[config.mk]
export PLATFORM = sky130hd
export DESIGN_NAME = ialu_front
export DESIGN_NICKNAME = d
export VERILOG_FILES = /design/src/rtl/core/ialu_pkg.sv /design/src/rtl/core/ialu_front.sv
export SDC_FILE = /design/constraint.sdc
export NUM_CORES = 1
export LEC_CHECK = 0
export BUFFER_PORTS_ARGS = -buffer_cell sky130_fd_sc_hd__buf_2
export CAP_MARGIN = 10
export CORE_ASPECT_RATIO = 0.8
export CORE_MARGIN = 3
export CORE_UTILIZATION = 41
export CTS_BUF_LIST = sky130_fd_sc_hd__clkbuf_4 sky130_fd_sc_hd__clkbuf_8 sky130_fd_sc_hd__clkbuf_16
export DETAILED_ROUTE_END_ITERATION = 10
export PLACE_DENSITY = 0.89
export SLEW_MARGIN = 20
export SYNTH_ARGS = -nofsm -noshare
export SYNTH_HDL_FRONTEND = slang
export SYNTH_SLANG_ARGS = --single-unit
export TNS_END_PERCENT = 1
[constraint.sdc]
create_clock -name clock -period 3.15 [get_ports clock]
set_input_delay 0.63 -clock clock [delete_from_list [all_inputs] [get_ports clock]]
set_output_delay 0.63 -clock clock [all_outputs]
set_load 0.02 [all_outputs]
[src/rtl/core/ialu_pkg.sv]
package ialu_pkg;

   localparam int OP_WIDTH = 3;

   typedef enum logic [OP_WIDTH-1:0] {
      OP_ADD  = 3'd0,
      OP_ADDI = 3'd1,
      OP_SUB  = 3'd2,
      OP_MULU = 3'd3,
      OP_DIVU = 3'd4,
      OP_REMU = 3'd5,
      OP_NOP6 = 3'd6,
      OP_NOP7 = 3'd7
   } op_type;

   // Classification made by the front end
   typedef enum logic [1:0] {
      CLS_FAST = 2'd0,
      CLS_MUL  = 2'd1,
      CLS_DIV  = 2'd2,
      CLS_ZERO = 2'd3
   } cls_type;

endpackage

[src/rtl/core/ialu_front.sv]
// Front end: accepts requests, classifies and registers them
module ialu_front #(
   parameter int DATA_WIDTH = 64
) (
   input  logic                    clock,
   input  logic                    reset,
   input  logic                    in_valid,
   output logic                    in_ready,
   input  logic [2:0]              in_op,
   input  logic [DATA_WIDTH-1:0]   in_a,
   input  logic [DATA_WIDTH-1:0]   in_b,
   output logic                    out_valid,
   input  logic                    out_ready,
   output ialu_pkg::cls_type       out_cls,
   output logic [2:0]              out_op,
   output logic [DATA_WIDTH-1:0]   out_a,
   output logic [DATA_WIDTH-1:0]   out_b
);
   import ialu_pkg::*;

   logic                  valid_ff, valid_in;
   cls_type               cls_ff, cls_in;
   logic [2:0]            op_ff;
   logic [DATA_WIDTH-1:0] a_ff, b_ff;

   assign in_ready = !valid_ff || out_ready;

   // Classify by operation
   always_comb begin
      unique case (op_type'(in_op))
         OP_ADD, OP_ADDI, OP_SUB: cls_in = CLS_FAST;
         OP_MULU:                 cls_in = CLS_MUL;
         OP_DIVU, OP_REMU:        cls_in = CLS_DIV;
         default:                 cls_in = CLS_ZERO;
      endcase
   end

   assign valid_in = in_ready ? in_valid : valid_ff;

   always_ff @(posedge clock) begin
      if (reset) begin
         valid_ff <= 1'b0;
      end else begin
         valid_ff <= valid_in;
      end
   end

   always_ff @(posedge clock) begin
      if (in_valid && in_ready) begin
         cls_ff <= cls_in;
         op_ff  <= in_op;
         a_ff   <= in_a;
         b_ff   <= in_b;
      end
   end

   assign out_valid = valid_ff;
   assign out_cls   = cls_ff;
   assign out_op    = op_ff;
   assign out_a     = a_ff;
   assign out_b     = b_ff;
endmodule

==> impl_metrics.csv <==
group,metric,value,unit
outcome,status,"complete, no violations",
sta,worst_slack,1.49,ns
power,static-leakage-power,2.68,nW
sta,clock.fmax,602,MHz
clock_tree,cts_tree,"yes",
hold_path,min_from,"reset",
clock_tree,cts_sinks,134,
sta,whs,0.385,ns
cells_and_area,finalNetCount,564,
cells_and_area,num_antenna_cells,0,
critical_path,arrival,1.68,ns
place,place_inst,542,
yosys,netlist_area,0.00406,mm²
cells_and_area,final_common_cell,"buf_2",
critical_path,reg2regPathDepth,3,
yosys,ys_ff_latch,134,
place,numPortBuffers,269,
critical_path,criticalPathCategory,"input port to register",
floorplan,die_y,95.0,µm
cells_and_area,postLayoutCellArea,0.00621,mm²
sta,post-route-period-util,52.7,%
sta,slew_headroom,63.0,%
global_route,grt_pass1_vias,2676,
clock_tree,postCtsHoldBufs,0,
cells_and_area,instances_no_fill,574,
global_route,grtUsageTotal,16.5,%
power,p_per_area,718,mW/mm²
route,drt-total-wl,9.49,mm
clock_tree,clock_latency,0.39,ns
route,wl_per_cell,16.5,µm
power,ir_drop,0.433,mV
job,drv_cap,0,
place,hpwl,7.30,mm
critical_path,critPathLaunchType,"input port",
yosys,synth_warnings,0,
clock_tree,cts_htree_levels,4,
place,dp_slack,1.09,ns
critical_path,path_max_fanout,46,
floorplan,coreArea,0.00935,mm²
clock_tree,cts_setup_buffers,0,
clock_tree,cts_buffers,17,
critical_path,worstSetupEndpointType,"register",
sta,tightest_slew,0.554,ns
critical_path,r2r_end,"out_a[5]",
global_route,grt_overflow,0,
sta,setup_viol,0,
clock_tree,clk_path_buf_depth,2,
global_route,grt_max_degree,72,
sta,skew,0.00941,ns
place,placed_area,0.00560,mm²
floorplan,io_pins,270,
hold_path,holdPathEnd,"out_valid",
sta,setup-tns-final,0,ns
route,vias,2464,
floorplan,rows,31,
sta,slew_viol_final,0,
cells_and_area,mostFrequentLayoutCells,"buf_2, edfxtp_1, clkbuf_16",
yosys,synthCells,140,
floorplan,die_area,0.0111,mm²
route,vias_per_cell,4.29,
route,drc,0,
sta,period_needed,1.66,ns
floorplan,start_util,43.4,%
critical_path,reg2reg_setup_slack,1.51,ns
place,place.gp.congestion,0.746,
route,first_iter_violations,148,
yosys,syn_nets,275,
global_route,antenna_found_initial,1,
yosys,syn_area_per_cell,29.0,µm²
sta,rsz0062_at_grt,"no",
yosys,synth_cell_types,8,
cells_and_area,syn_to_final_growth,52.9,%
clock_tree,cts_resized,0,
route,drtAntennaViolNets,0,
critical_path,reg2reg_from,"out_valid",
cells_and_area,drive_above_1_share,69.2,%
clock_tree,root_buffer,"clkbuf_16",
hold_path,min_path_type,"input port to register",
floorplan,die_x,117,µm
hold_path,holdPathStages,2,
sta,finalHoldViolCount,0,
yosys,yosysSeqAreaShare,98.9,%
route,drt_pre_antenna_iters,4,
clock_tree,clk_pin_slew,0.06,ns
critical_path,required,3.17,ns
global_route,grt_first_pass_wirelength,13.3,mm
## worst max path at each step
stage	start	to	slack, ns	cells past startpoint
2_1_floorplan	out_ready	out_a[0]	0.95	2
3_3_place_gp	out_ready	out_b[50]	1.15	4
3_5_place_dp	out_ready	out_b[50]	1.09	4
4_1_cts	out_ready	in_ready	1.49	3
5_1_grt	out_valid	out_a[49]	1.41	3
6_report	out_ready	out_a[5]	1.49	4
## per-layer routing
metal	track usage (%)	part of all wire, %	vias up	wire, µm
met4	6.02	0.59	2	56
met2	29.8	54	154	5140
met5	0	0.074	-	7
met1	15.3	33	1155	3140
met3	9.55	12	6	1150
li1	-	-	1147	-
## metrics by stage
stage,total power [mW],utilization (%)
floorplan,2.32,-
global placement,2.50,59.9
detailed placement,2.52,59.9
CTS,4.50,66.4
global route,4.63,66.4
finish,4.46,66.4
## sequential cells by signal (all words and copies together), names as in the netlist
name and count:
out_a 64, out_b 64, out_cls 2, out_op 3, out_valid 1
## Yosys cell counts
cell | count | area [µm²]
inv_1 | 1 | 3.75
clkbuf_1 | 1 | 3.75
dfxtp_1 | 1 | 20.0
o21a_1 | 1 | 7.51
nand2b_4 | 1 | 13.8
edfxtp_1 | 133 | 3990
a21oi_2 | 1 | 8.76
and2_4 | 1 | 8.76
## logic make-up (layout without fill, tap and decap cells)
group,count (synthesis),after routing,synth area share (%)
simple gates,2,2,0.555
compound gates,2,2,0.401
flops,134,134,98.9
buf+inv,2,304,0.185
## report_power, final
part,leakage (nW),internal [mW],switching [mW]
logic,1.09,0.129,0.234
clock network,0.296,1.27,0.708
registers,1.30,2.09,0.0244
## worst max-delay path: stages
cell and delay, ns:
buf_2 0.08, nand2b_4 0.12, and2_4 0.30, buf_4 0.53
## final cells by class
cell class	instances	area, µm²
flip-flops and latches	134	4010
fillers	654	3140
repair buffers	271	1370
clock buffers	19	440
clock inverters	13	171
well taps	132	165
multi-input cells	4	38.8
inverters	1	3.75
Note: power is estimated with default switching activity, not from simulation.
