[config.mk]
export PLATFORM = sky130hd
export DESIGN_NAME = ialu_fifo
export DESIGN_NICKNAME = d
export VERILOG_FILES = /design/src/rtl/core/ialu_fifo.sv
export SDC_FILE = /design/constraint.sdc
export NUM_CORES = 1
export LEC_CHECK = 0
export BUFFER_PORTS_ARGS = -buffer_cell sky130_fd_sc_hd__buf_2
export CAP_MARGIN = 15
export CORE_MARGIN = 2
export CORE_UTILIZATION = 47
export CTS_BUF_LIST = sky130_fd_sc_hd__clkbuf_8
export CTS_CLUSTER_SIZE = 25
export DETAILED_ROUTE_END_ITERATION = 12
export GPL_TIMING_DRIVEN = 0
export HOLD_SLACK_MARGIN = 0.02
export PLACE_DENSITY_LB_ADDON = 0.05
export SYNTH_ARGS = -nofsm -noshare
export SYNTH_HDL_FRONTEND = slang
export SYNTH_SLANG_ARGS = --single-unit
[constraint.sdc]
create_clock -name clock -period 1.47 [get_ports clock]
set_input_delay 0.294 -clock clock [delete_from_list [all_inputs] [get_ports clock]]
set_output_delay 0.294 -clock clock [all_outputs]
set_load 0.01 [all_outputs]
[src/rtl/core/ialu_fifo.sv]
// Short queue between front and back ends
module ialu_fifo #(
   parameter int WIDTH = 8,
   parameter int DEPTH = 2
) (
   input  logic             clock,
   input  logic             reset,
   input  logic             in_valid,
   output logic             in_ready,
   input  logic [WIDTH-1:0] in_data,
   output logic             out_valid,
   input  logic             out_ready,
   output logic [WIDTH-1:0] out_data
);
   localparam int PTR_W = (DEPTH > 1) ? $clog2(DEPTH) : 1;

   logic [WIDTH-1:0] mem_ff [DEPTH];
   logic [PTR_W-1:0] wr_ff, wr_in, rd_ff, rd_in;
   logic [PTR_W:0]   cnt_ff, cnt_in;
   logic             push, pop;

   assign in_ready  = cnt_ff != (PTR_W+1)'(DEPTH);
   assign out_valid = cnt_ff != '0;
   assign push      = in_valid && in_ready;
   assign pop       = out_valid && out_ready;
   assign out_data  = mem_ff[rd_ff];

   // Pointer and count update
   always_comb begin
      wr_in  = wr_ff;
      rd_in  = rd_ff;
      cnt_in = cnt_ff;
      if (push) begin
         wr_in = (wr_ff == PTR_W'(DEPTH-1)) ? '0 : wr_ff + 1'b1;
      end
      if (pop) begin
         rd_in = (rd_ff == PTR_W'(DEPTH-1)) ? '0 : rd_ff + 1'b1;
      end
      if (push && !pop) begin
         cnt_in = cnt_ff + 1'b1;
      end else if (pop && !push) begin
         cnt_in = cnt_ff - 1'b1;
      end
   end

   always_ff @(posedge clock) begin
      if (reset) begin
         wr_ff  <= '0;
         rd_ff  <= '0;
         cnt_ff <= '0;
      end else begin
         wr_ff  <= wr_in;
         rd_ff  <= rd_in;
         cnt_ff <= cnt_in;
      end
   end

   always_ff @(posedge clock) begin
      if (push) begin
         mem_ff[wr_ff] <= in_data;
      end
   end
endmodule

==> results.sh <==
export IMPL_regToRegEndpoint="cnt_ff[1]"
export IMPL_finalSetupViolations=0
export IMPL_portBuffers=21
export IMPL_pins_over_their_slew_limit=0
export IMPL_timing_max_cap_violations=0
export IMPL_placeableCoreArea_um2=1560
export IMPL_core_rowCount=14
export IMPL_grt_usage_pct=14.6
export IMPL_mappedNetlistArea_um2=806
export IMPL_die_height_um=45.4
export IMPL_post_synth_num_cell_types=17
export IMPL_end_kind="output pin"
export IMPL_routed_via_count=461
export IMPL_hold_path_end="mem_ff[0][6]"
export IMPL_postLayoutCellArea_um2=1110
export IMPL_worstMarginPinSlew_ps=357
export IMPL_clock_power_share_pct=18.5
export IMPL_worst_setup_path_type="reg -> out"
export IMPL_rsz_0062_raised_after_global_routing="yes"
export IMPL_timing_reg2reg_setup_slack_ps=30
export IMPL_avgSynthCellArea_um2=16.4
export IMPL_synth_sequential_area_ratio_pct=72.0
export IMPL_clock_fmax_mhz=690
export IMPL_reg2reg_depth=6
export IMPL_drc=0
export IMPL_worstPathArrival_ps=1160
export IMPL_detail_route_wl_per_cell_um=12.7
export IMPL_post_route_cells_drive_above_1_share_pct=59.2
export IMPL_fin_skew_ps=5.83
export IMPL_first_pass_grt_wire_length_mm=2.06
export IMPL_min_delay_path_class="in -> reg"
export IMPL_detailed_route_vias_per_instance=5.01
export IMPL_yosys_register_bits=21
export IMPL_synthesized_net_count=62
export IMPL_grt_overflow=0
export IMPL_fill_cells=105
export IMPL_fp_dieArea_um2=2060
export IMPL_detailedRoute_firstPassIterationCount=2
export IMPL_die_x_um=45.4
export IMPL_via_count_of_the_first_global_routing_pass=497
export IMPL_min_period_ps=1450
export IMPL_antenna_found_initial=0
export IMPL_power_per_cell_area_nw_per_um2=1730
export IMPL_synthesis_instances=49
export IMPL_grt_max_degree=13
export IMPL_initial_util_pct=51.7
export IMPL_numCtsBuffers=3
export IMPL_max_slew_margin_pct=76.2
export IMPL_final_min_period_over_clock_period_pct=98.6
export IMPL_timing_hold_violations_final=0
export IMPL_cts_max_level=1
export IMPL_maximum_fanout_count_along_the_critical_path=8
export IMPL_placed_cell_area_um2=943
export IMPL_power_ir_vdd_worst_mv=0.915
export IMPL_run_status="completed"
export IMPL_cts_max_path_buffers=2
export IMPL_place_hpwl_um=871
export IMPL_cts_tree="done"
export IMPL_internal_cell_power_w=0.00139
export IMPL_critPathRequiredTime_ps=1180
export IMPL_netSwitchingPower_w=0.000526
export IMPL_worstReg2RegStart="cnt_ff[0]"
export IMPL_power_leakage_nw=0.459
export IMPL_min_delay_start="in_data[6]"
export IMPL_multiInputGateArea_um2=265
export IMPL_numClockSinks=21
export IMPL_ctsRootBufferMaster="sky130_fd_sc_hd__clkbuf_8"
export IMPL_timing_critical_path_from_type="flip-flop"
export IMPL_seq_power_share_pct=42.8
export IMPL_timing_hold_worst_path_depth=1
export IMPL_clk_latency_ps=250
export IMPL_routed_wl_mm=1.17
export IMPL_ys_warnings_count=0
export IMPL_final_seq_area_um2=587
export IMPL_detailedRoute_firstIterationViolations=3
export IMPL_syn2layout_area_growth_pct=37.4
export IMPL_ios=22
export IMPL_num_nets_final=90
export IMPL_cts_clk_slew_worst_paths_ps=70
export IMPL_power_switching_share_pct=27.4
export IMPL_place_congestion=0.733
export IMPL_total_power_w=0.00192
export IMPL_detail_route_antenna_nets=0
export IMPL_power_frac_comb_pct=38.7
export IMPL_num_antenna_cells=0
==> routing by layer <==
layer / global-route usage, % / share of wire (%)
met5: 0 / 0
met4: 7.06 / 0.60
met3: 4.76 / 3.2
met2: 26.8 / 55
met1: 14.6 / 42
==> worst max-delay path by stage <==
| stage | from | slack (ps) | endpoint | cells after the start |
|---|---|---|---|---|
| final | flip-flop | 20 | out_data[6] | 3 |
| after global routing | flip-flop | -20 | out_data[4] | 3 |
| after CTS | flip-flop | -4 | out_data[3] | 3 |
| after detailed placement | cnt_ff[0] | -70 | cnt_ff[1] | 5 |
| after global placement | cnt_ff[0] | -30 | cnt_ff[1] | 5 |
| after floorplan | cnt_ff[0] | 8 | cnt_ff[1] | 5 |
==> cells by family after synthesis <==
kind of cell / Yosys count / synth area share [%]
multiplexers: 8 / 11.2
AND/OR/NAND/NOR: 9 / 7.14
adder cells (fa/ha/maj): 1 / 1.55
XOR/XNOR: 3 / 3.26
buffers and inverters: 2 / 1.09
flip-flops: 21 / 72.1
AO/OA/AOI/OAI: 5 / 3.73
==> cell usage after synthesis <==
cell type                  instances  share of area (%)
sky130_fd_sc_hd__a21oi_1           2                1.2
sky130_fd_sc_hd__nor2_1            3                1.4
sky130_fd_sc_hd__edfxtp_1         16                 60
sky130_fd_sc_hd__xor2_1            3                3.3
sky130_fd_sc_hd__o21ai_0           2                1.2
sky130_fd_sc_hd__ha_1              1                1.6
sky130_fd_sc_hd__and2_1            1               0.78
sky130_fd_sc_hd__nand3b_1          1               0.93
sky130_fd_sc_hd__mux2_2            8                 11
sky130_fd_sc_hd__nand2b_4          1                1.7
sky130_fd_sc_hd__inv_1             1               0.47
sky130_fd_sc_hd__a21bo_2           1                1.2
sky130_fd_sc_hd__or2_2             1               0.78
sky130_fd_sc_hd__dfxtp_1           5                 12
sky130_fd_sc_hd__or3_1             1               0.78
sky130_fd_sc_hd__and3_1            1               0.78
sky130_fd_sc_hd__buf_2             1               0.62
==> critical path, cell delays in order (launching register included) <==
cell and delay, ps:
sky130_fd_sc_hd__dfxtp_2 340, sky130_fd_sc_hd__buf_8 140, sky130_fd_sc_hd__mux2_4 310, sky130_fd_sc_hd__buf_6 120
==> sequential cells by signal (all words and copies together), names as in the netlist, named ones only <==
name    cells
wr_ff       1
cnt_ff      2
mem_ff     16
rd_ff       1
==> stage by stage <==
step	hold WS [ps]	setup WS (ps)	utilization (%)	setup TNS, ps	std cells
global route	211	-25.0	71.0	-168	92
CTS	223	-4.06	67.8	-12.4	91
global placement	482	-33.1	60.5	-33.1	86
floorplan	363	7.84	-	0	49
detailed placement	487	-68.2	60.5	-68.2	86
finish	228	19.9	71.0	0	92
==> layout by cell type, fill, tap and decap left out <==
master / instances
sky130_fd_sc_hd__edfxtp_1: 16
sky130_fd_sc_hd__buf_2: 13
sky130_fd_sc_hd__mux2_4: 8
sky130_fd_sc_hd__buf_6: 8
sky130_fd_sc_hd__xor2_1: 3
sky130_fd_sc_hd__nor2_1: 3
sky130_fd_sc_hd__clkbuf_8: 3
sky130_fd_sc_hd__a21oi_1: 2
sky130_fd_sc_hd__dfxtp_2: 2
sky130_fd_sc_hd__dfxtp_1: 2
sky130_fd_sc_hd__buf_4: 2
sky130_fd_sc_hd__buf_8: 1
sky130_fd_sc_hd__or2_2: 1
sky130_fd_sc_hd__nand2b_4: 1
sky130_fd_sc_hd__and3_1: 1
sky130_fd_sc_hd__and2_4: 1
sky130_fd_sc_hd__o21ai_2: 1
sky130_fd_sc_hd__nand3b_1: 1
sky130_fd_sc_hd__inv_1: 1
sky130_fd_sc_hd__a21bo_2: 1
sky130_fd_sc_hd__o21ai_0: 1
sky130_fd_sc_hd__or3_1: 1
sky130_fd_sc_hd__ha_4: 1
sky130_fd_sc_hd__clkinv_2: 1
sky130_fd_sc_hd__dfxtp_4: 1
==> power by group through the flow <==
stage	registers [W]	clock network, W	logic [W]
detailed placement	0.000821	0	0.000535
CTS	0.000819	0.000367	0.000661
global placement	0.000816	0	0.000523
floorplan	0.000807	0	0.000380
finish	0.000823	0.000355	0.000743
global route	0.000834	0.000395	0.000809
==> cell type report <==
type                       count  share of cell area [%]
sequential                    21                    53.0
multi-input combinational     26                    24.0
timing repair buffer          23                    15.4
clock buffer                   3                    3.73
tap                           16                    1.81
buffer                         1                    1.36
clock inverter                 1                   0.452
inverter                       1                   0.339
==> what timing repair did <==
| action | 4_1_cts | 5_1_grt |
|---|---|---|
| buffers inserted | 1 | 1 |
| resized for setup | 15 | 10 |
| hold buffers | 0 | 0 |
| setup endpoints to repair | 9 | 9 |
| pin swaps | 0 | 1 |
Note: power is estimated with default switching activity, not from simulation.
